--- config.mk ---
export PLATFORM = sky130hd
export DESIGN_NAME = bmhq_ctrl
export DESIGN_NICKNAME = d
export VERILOG_FILES = /design/src/design/bmhq_pkg.sv /design/src/design/bmhq_ctrl.sv
export VERILOG_INCLUDE_DIRS = /design/src /design/src/design
export SDC_FILE = /design/constraint.sdc
export NUM_CORES = 1
export LEC_CHECK = 0
export BUFFER_PORTS_ARGS = -buffer_cell sky130_fd_sc_hd__buf_4
export CORE_MARGIN = 3
export CORE_UTILIZATION = 40
export CTS_CLUSTER_DIAMETER = 60
export DETAILED_ROUTE_END_ITERATION = 6
export PLACE_DENSITY = 0.74
export SLEW_MARGIN = 5
export SYNTH_ARGS = -nofsm -noshare
export SYNTH_HDL_FRONTEND = slang
export SYNTH_SLANG_ARGS = --single-unit
export TNS_END_PERCENT = 10
--- constraint.sdc ---
create_clock -name clk -period 1.14 [get_ports clk]
set_input_delay 0.057 -clock clk [delete_from_list [all_inputs] [get_ports clk]]
set_output_delay 0.057 -clock clk [all_outputs]
set_load 0.05 [all_outputs]
--- src/design/binary_min_heap_queue_assert.svh ---
// Assertion macros for the binary min-heap queue.
// Expects clk and rst_n (synchronous, active low) in the scope of each use.
`ifndef BINARY_MIN_HEAP_QUEUE_ASSERT_SVH
`define BINARY_MIN_HEAP_QUEUE_ASSERT_SVH

// Same-cycle implication
`define BMHQ_ASSERT_NOW(label, ante, cons, msg) \
  label: assert property (@(posedge clk) disable iff (!rst_n) (ante) |-> (cons)) \
    else $error(msg);

// Next-cycle implication
`define BMHQ_ASSERT_NEXT(label, ante, cons, msg) \
  label: assert property (@(posedge clk) disable iff (!rst_n) (ante) |=> (cons)) \
    else $error(msg);

`endif

--- src/design/bmhq_pkg.sv ---
// Shared types and constants for the binary min-heap queue.
// Used by bmhq_ctrl, bmhq_dp and binary_min_heap_queue; no dependencies.
package bmhq_pkg;

  localparam int DEPTH_DEF    = 256;
  localparam int KEY_WIDTH    = 16;
  localparam int ID_WIDTH     = 16;
  localparam int ACTION_WIDTH = 2;
  localparam int STATUS_WIDTH = 2;
  localparam int COUNT_WIDTH  = 9;

  localparam logic [ACTION_WIDTH-1:0] ACT_APPEND  = 2'd0;
  localparam logic [ACTION_WIDTH-1:0] ACT_BUILD   = 2'd1;
  localparam logic [ACTION_WIDTH-1:0] ACT_INSERT  = 2'd2;
  localparam logic [ACTION_WIDTH-1:0] ACT_EXTRACT = 2'd3;

  localparam logic [STATUS_WIDTH-1:0] STAT_OK    = 2'd0;
  localparam logic [STATUS_WIDTH-1:0] STAT_EMPTY = 2'd1;
  localparam logic [STATUS_WIDTH-1:0] STAT_FULL  = 2'd2;

  typedef struct packed {
    logic [ACTION_WIDTH-1:0] action;
    logic [KEY_WIDTH-1:0]    key;
    logic [ID_WIDTH-1:0]     entry_id;
  } in_item_t;

  typedef struct packed {
    logic [KEY_WIDTH-1:0]    out_key;
    logic [ID_WIDTH-1:0]     out_id;
    logic                    out_valid;
    logic [STATUS_WIDTH-1:0] status;
    logic [COUNT_WIDTH-1:0]  count_now;
  } out_item_t;

  typedef struct packed {
    logic [KEY_WIDTH-1:0] key;
    logic [ID_WIDTH-1:0]  id;
  } entry_t;

  // Controller to datapath
  typedef struct packed {
    logic accept;       // latch input item, clear result
    logic wr_append;    // write item at end, count up
    logic up_start;     // moving entry = item, pos = count, count up
    logic rd_parent;    // read parent of pos
    logic up_step;      // parent down into pos, pos = parent
    logic wr_mv;        // moving entry into pos
    logic rd_children;  // read both children of pos
    logic dn_step;      // smaller child up into pos, pos = child
    logic bld_start;    // build index = count / 2
    logic bld_rd;       // read entry at build index - 1
    logic bld_ld;       // moving entry from read, pos = index - 1
    logic ex_rd;        // read root and last, count down
    logic ex_ld;        // result = root, moving entry = last, pos = 0
    logic err_empty;
    logic err_full;
    logic out_load;
  } ctrl_cmd_t;

  // Datapath to controller
  typedef struct packed {
    logic [ACTION_WIDTH-1:0] act;
    logic full;
    logic empty;
    logic pos_zero;
    logic leaf;
    logic up_swap;
    logic dn_move;
    logic bi_zero;
    logic out_free;
  } ctrl_sts_t;

endpackage

--- src/design/bmhq_ctrl.sv ---
// Sequencer for the binary min-heap queue: steps appends, sifts, builds
// and extracts. Depends on bmhq_pkg and binary_min_heap_queue_assert.svh.
`include "binary_min_heap_queue_assert.svh"

module bmhq_ctrl (
  input  logic                 clk,
  input  logic                 rst_n,
  input  logic                 in_valid,
  output logic                 in_stall,
  input  bmhq_pkg::ctrl_sts_t  sts,
  output bmhq_pkg::ctrl_cmd_t  cmd
);

  localparam logic [3:0] S_IDLE    = 4'd0;
  localparam logic [3:0] S_DISP    = 4'd1;
  localparam logic [3:0] S_UP      = 4'd2;
  localparam logic [3:0] S_UP_WAIT = 4'd3;
  localparam logic [3:0] S_BLD     = 4'd4;
  localparam logic [3:0] S_BLD_LD  = 4'd5;
  localparam logic [3:0] S_DN      = 4'd6;
  localparam logic [3:0] S_DN_WAIT = 4'd7;
  localparam logic [3:0] S_EX_LD   = 4'd8;
  localparam logic [3:0] S_FIN     = 4'd9;

  logic [3:0] state_r, state_nxt;
  logic       is_build;

  assign in_stall = (state_r != S_IDLE);
  assign is_build = (sts.act == bmhq_pkg::ACT_BUILD);

  always_comb begin
    cmd       = '0;
    state_nxt = state_r;
    unique case (state_r)
      S_IDLE: begin
        if (in_valid) begin
          cmd.accept = 1'b1;
          state_nxt  = S_DISP;
        end
      end
      S_DISP: begin
        unique case (sts.act)
          bmhq_pkg::ACT_APPEND: begin
            if (sts.full) cmd.err_full = 1'b1;
            else          cmd.wr_append = 1'b1;
            state_nxt = S_FIN;
          end
          bmhq_pkg::ACT_INSERT: begin
            if (sts.full) begin
              cmd.err_full = 1'b1;
              state_nxt    = S_FIN;
            end else begin
              cmd.up_start = 1'b1;
              state_nxt    = S_UP;
            end
          end
          bmhq_pkg::ACT_BUILD: begin
            cmd.bld_start = 1'b1;
            state_nxt     = S_BLD;
          end
          bmhq_pkg::ACT_EXTRACT: begin
            if (sts.empty) begin
              cmd.err_empty = 1'b1;
              state_nxt     = S_FIN;
            end else begin
              cmd.ex_rd = 1'b1;
              state_nxt = S_EX_LD;
            end
          end
          default: state_nxt = S_FIN;
        endcase
      end
      S_UP: begin
        if (sts.pos_zero) begin
          cmd.wr_mv = 1'b1;
          state_nxt = S_FIN;
        end else begin
          cmd.rd_parent = 1'b1;
          state_nxt     = S_UP_WAIT;
        end
      end
      S_UP_WAIT: begin
        if (sts.up_swap) begin
          cmd.up_step = 1'b1;
          state_nxt   = S_UP;
        end else begin
          cmd.wr_mv = 1'b1;
          state_nxt = S_FIN;
        end
      end
      S_BLD: begin
        if (sts.bi_zero) begin
          state_nxt = S_FIN;
        end else begin
          cmd.bld_rd = 1'b1;
          state_nxt  = S_BLD_LD;
        end
      end
      S_BLD_LD: begin
        cmd.bld_ld = 1'b1;
        state_nxt  = S_DN;
      end
      S_EX_LD: begin
        cmd.ex_ld = 1'b1;
        state_nxt = S_DN;
      end
      S_DN: begin
        if (sts.leaf) begin
          cmd.wr_mv = 1'b1;
          state_nxt = is_build ? S_BLD : S_FIN;
        end else begin
          cmd.rd_children = 1'b1;
          state_nxt       = S_DN_WAIT;
        end
      end
      S_DN_WAIT: begin
        if (sts.dn_move) begin
          cmd.dn_step = 1'b1;
          state_nxt   = S_DN;
        end else begin
          cmd.wr_mv = 1'b1;
          state_nxt = is_build ? S_BLD : S_FIN;
        end
      end
      S_FIN: begin
        // hold the result until the output register has room
        if (sts.out_free) begin
          cmd.out_load = 1'b1;
          state_nxt    = S_IDLE;
        end
      end
      default: state_nxt = S_IDLE;
    endcase
  end

  always_ff @(posedge clk) begin
    if (!rst_n) state_r <= S_IDLE;
    else        state_r <= state_nxt;
  end

  `BMHQ_ASSERT_NEXT(a_accept_disp, in_valid && !in_stall, state_r == S_DISP, "accept did not dispatch")
  `BMHQ_ASSERT_NOW(a_one_writer, 1'b1, $onehot0({cmd.wr_append, cmd.up_step, cmd.wr_mv, cmd.dn_step}), "two memory writes in one cycle")
  `BMHQ_ASSERT_NOW(a_load_free, cmd.out_load, sts.out_free, "result loaded over a waiting item")

endmodule

==> results of run 1 <==
[metrics by stage]
step	utilization, %	area [µm²]	setup slack, ns
CTS	96.6	1320	-0.306
detailed placement	81.0	1110	-0.163
global placement	81.0	1110	-0.172
floorplan	-	726	-0.268
[cells in the mapped netlist (2+ instances only)]
| cell | number | area [µm²] |
|---|---|---|
| buf_4 | 4 | 30.0 |
| nor2_1 | 11 | 41.3 |
| and3_1 | 2 | 12.5 |
| o31a_1 | 2 | 17.5 |
| nand3_1 | 2 | 10.0 |
| a211oi_1 | 2 | 15.0 |
| a31oi_1 | 2 | 12.5 |
| nor2b_1 | 2 | 12.5 |
| nor4_1 | 2 | 12.5 |
| nand4b_1 | 2 | 17.5 |
| a21oi_1 | 4 | 20.0 |
| o21ai_0 | 3 | 15.0 |
| nor3_1 | 8 | 40.0 |
| dfxtp_1 | 4 | 80.1 |
| nand3b_1 | 2 | 15.0 |
| mux2i_1 | 2 | 20.0 |
| nand2_1 | 10 | 37.5 |
| nand2b_1 | 4 | 25.0 |
| inv_1 | 3 | 11.3 |
[timing repair]
action                     in CTS
setup endpoints to repair      21
hold buffers                    0
cloned                          0
setup buffers                   8
pin swaps                      10
gates resized for setup        38
[logic make-up after synthesis]
group,share of synthesized area [%]
buf+inv,9.41
compound gates,21.9
mux,3.27
flops,13.1
simple gates,52.4
==> flow_summary.toml, run 1 <==
[clock_tree]
clkSinkCount = 4
numCtsBuffers = 3
clock_tree.buffer_depth = 2
cts_root_buf = "clkbuf_4"
cts_max_level = 1

[floorplanning]
initial_core_util_pct = 44.8
rows = 13
die_x_um = 45.1
ios = 30
die_h_um = 45.1

[logic_synthesis]
netlist_area_um2 = 612
synth_cells = 89
synth_cell_types = 37
avgSynthCellArea_um2 = 6.87
ys_seq_area_share_pct = 13.1
yosys_warnings = 0
synth_edf_count = 0
yosys_register_bits = 4
async_flop_share_pct = 0
synth_ff_type = "dfxtp_1"
synth_nets = 102

[timing]
worst_endpoint_kind = "primary output"
grt_repair_worst_endpoint = "cmd[4]"

[outcome]
firstError = "[ERROR DPL-0038] Utilization greater than 100%, impossible to legalize"
status = "stopped before the end"
stop_stage = "global routing"

[place]
dp_cells = 153
place.port_buffers = 29
dp_hpwl_mm = 1.82
routabilityCongestion = 0.874

[global_route]
grt_max_degree = 11
==> run 2: changes to the inputs <==
CORE_AREA = 3 3 64 66   (was not set)
CORE_MARGIN = not set   (was 3)
CORE_UTILIZATION = not set   (was 40)
CTS_CLUSTER_DIAMETER = not set   (was 60)
DIE_AREA = 0 0 67 69   (was not set)
PLACE_DENSITY = not set   (was 0.74)
PLACE_DENSITY_LB_ADDON = 0.15   (was not set)
clock period = 1.5 ns   (was 1.14 ns; I/O delays follow)
==> run 2 against run 1 <==
  * The flow now finishes without violations
  * Synthesized cell count did not move
  * Synthesized area did not move
==> flow_summary.toml, run 2 <==
[logic_synthesis]
synth_nets = 102
synth_ff_type = "dfxtp_1"
async_flop_share_pct = 0
synth_cells = 89
synth_edf_count = 0
netlist_top_cells_area = "dfxtp_1 13%, nor2_1 6.7%, nor3_1 6.5%, nand2_1 6.1%, buf_4 4.9%"
synth_cell_types = 37
synth_most_common_cell = "nor2_1"
ys_seq_area_share_pct = 13.1
avgSynthCellArea_um2 = 6.87
yosys_warnings = 0
synth_commonest_cells = "11 x nor2_1, 10 x nand2_1, 8 x nor3_1"
netlist_area_um2 = 612
synth_top_area_share_pct = 13.1
synth_top_cell_by_area = "dfxtp_1"
yosys_register_bits = 4

[drt]
detail_route.iter0.violations = 18
avgRoutedWirePerCell_um = 12.9
vias = 775
detail-route-antenna-nets = 0
viasPerCell = 4.48
drc = 0
first_pass_iters = 4
wl_mm = 2.23

[timing]
max_clock_freq_mhz = 703
finalSetupViolCount = 0
relSlewSlack_pct = 81.6
setup_ws_ns = 0.0770
fin_setup_tns_ns = 0
slew_viol_final = 0
fin_crit_sh_pct = 94.9
finClkSkew_ns = 0.00521
layout_min_cycle_time_ns = 1.42
timing.hold.ws_ns = 0.120
worst_pin_slew_ns = 0.276
rsz0062_at_grt = "no"
hold_viol_final = 0

[global_route]
grt_max_degree = 15
antenna_found_initial = 0
grt_pass1_wl_mm = 3.60
grt_pass1_vias = 746
grt_overflow = 0
track_usage_pct = 9.99

[layout]
final_common_cell = "buf_4"
layout_common_cells = "36 x buf_4, 10 x nand2_1, 10 x nor2_1"
fin_cells = 173
drive_gt1_share_pct = 46.4
largestRegisters = "state_r (4)"
syn2layout_area_growth_pct = 67.3
regMostFlops = "state_r"
fillCellCount = 419
finalNetCount = 140
diodes = 0
largest_register_ff_count = 4

[setup_path]
cp-start-kind = "flop"
crit_fanout = 9
arrival_ns = 1.35
end_kind = "primary output"
crit_slowest_cell = "dfxtp_4"
r2r_setup_slack_ns = 0.20
worst_ep_required_time_ns = 1.42
crit_type = "flop to primary output"
worstPathCellList = "nor4b_4 > and3_2 > buf_4"
slowest_delay_ns = 0.39
rr_worst_depth = 5
r2r-start = "state_r[0]$_SDFFE_PN0P_"
r2r-end = "state_r[3]$_SDFFE_PN0P_"

[clock_tree]
cts_max_level = 1
clkSinkCount = 4
post-cts-setup-buffers = 0
cts_tree = "yes"
cts_root_buf = "clkbuf_8"
postCtsHoldBufs = 0
numCtsBuffers = 3
cts.clk_slew.worst_paths_ns = 0.04
clock_tree.buffer_depth = 2
clock_latency_ns = 0.22

[power_and_ir_drop]
p_leak_nw = 0.439
irDropWorstVdd_mv = 1.38
cellPowerDensity_nw_per_um2 = 1860
power_mw = 1.91

[worst_hold_path]
worstHoldEndpoint = "state_r[3]$_SDFFE_PN0P_"
holdPathStages = 2
min-delay-start = "rst_n"
min_path_type = "input pin to flop"

[floorplanning]
die-area_um2 = 4620
die_x_um = 67
initial_core_util_pct = 16.8
core_area_um2 = 3630
die_h_um = 69
ios = 30
rows = 22

[place]
dp_hpwl_mm = 1.82
routabilityCongestion = 0.841
dp_cells = 170
pre_cts_ws_ns = 0.0413
place.port_buffers = 29

[outcome]
status = "finished, final reports clean"

[run]
maxCapViolCount = 0
-- run 2: cell counts after synthesis --
Identical to the previous run, type by type.
-- run 2: logic make-up after synthesis --
| kind of cell | after synthesis | share of synthesized area [%] |
|---|---|---|
| and+or+nand+nor | 54 | 52.4 |
| buffers and inverters | 9 | 9.41 |
| muxes | 2 | 3.27 |
| DFF | 4 | 13.1 |
| AOI/OAI and AO/OA | 20 | 21.9 |
-- run 2: stage by stage --
| stage | util, % | cell area (µm²) |
|---|---|---|
| floorplan | - | 624 |
| global placement | 26.0 | 943 |
| detailed placement | 26.0 | 943 |
| CTS | 27.3 | 993 |
| global route | 28.2 | 1020 |
| finish | 28.2 | 1020 |
-- run 2: worst max-delay path: cells and delay by family (launching register included) --
kind / cells / cell delay, ns
and+or+nand+nor: 2 / 0.55
buffers and inverters: 1 / 0.19
DFF: 1 / 0.39
-- run 2: metal layers --
layer | up-vias | wire, µm | GRT usage, %
met2 | 26 | 1020 | 15.0
met5 | - | 0 | 0
met4 | 0 | 14 | 2.70
li1 | 401 | - | -
met3 | 2 | 142 | 3.26
met1 | 346 | 1050 | 13.6
-- run 2: cell type report --
cell class              instances  area (µm²)  share of cell area, %
multi-input cells              76         508                   49.6
flip-flops and latches          4        90.1                   8.80
clock buffers                   3        41.3                   4.03
inverters                       3        11.3                   1.10
repair buffers                 39         313                   30.6
well taps                      48        60.1                   5.87
-- run 2: report_power, final --
| group | internal [mW] | switching, mW | total, mW |
|---|---|---|---|
| Combinational | 0.570 | 0.810 | 1.38 |
| Clock | 0.172 | 0.0608 | 0.232 |
| Sequential | 0.171 | 0.124 | 0.295 |
| Total | 0.912 | 0.996 | 1.91 |
-- run 2: worst max-delay path by stage --
stage,start,endpoint,slack (ns),cells past startpoint
2_1_floorplan,state_r[1]$_SDFFE_PN0P_,cmd[2],-0.43,4
3_3_place_gp,state_r[3]$_SDFFE_PN0P_,state_r[1]$_SDFFE_PN0P_,0.07,5
3_5_place_dp,state_r[3]$_SDFFE_PN0P_,state_r[3]$_SDFFE_PN0P_,0.04,4
4_1_cts,state_r[0]$_SDFFE_PN0P_,cmd[13],0.04,4
5_1_grt,state_r[3]$_SDFFE_PN0P_,cmd[6],0.003,4
6_report,state_r[3]$_SDFFE_PN0P_,cmd[1],0.08,3
-- run 2: what timing repair did --
| item | 4_1_cts | 5_1_grt |
|---|---|---|
| endpoints found under the setup margin | 13 | 6 |
| cloned | 0 | 0 |
| gates resized for setup | 5 | 8 |
Note: power is estimated with default switching activity, not from simulation.
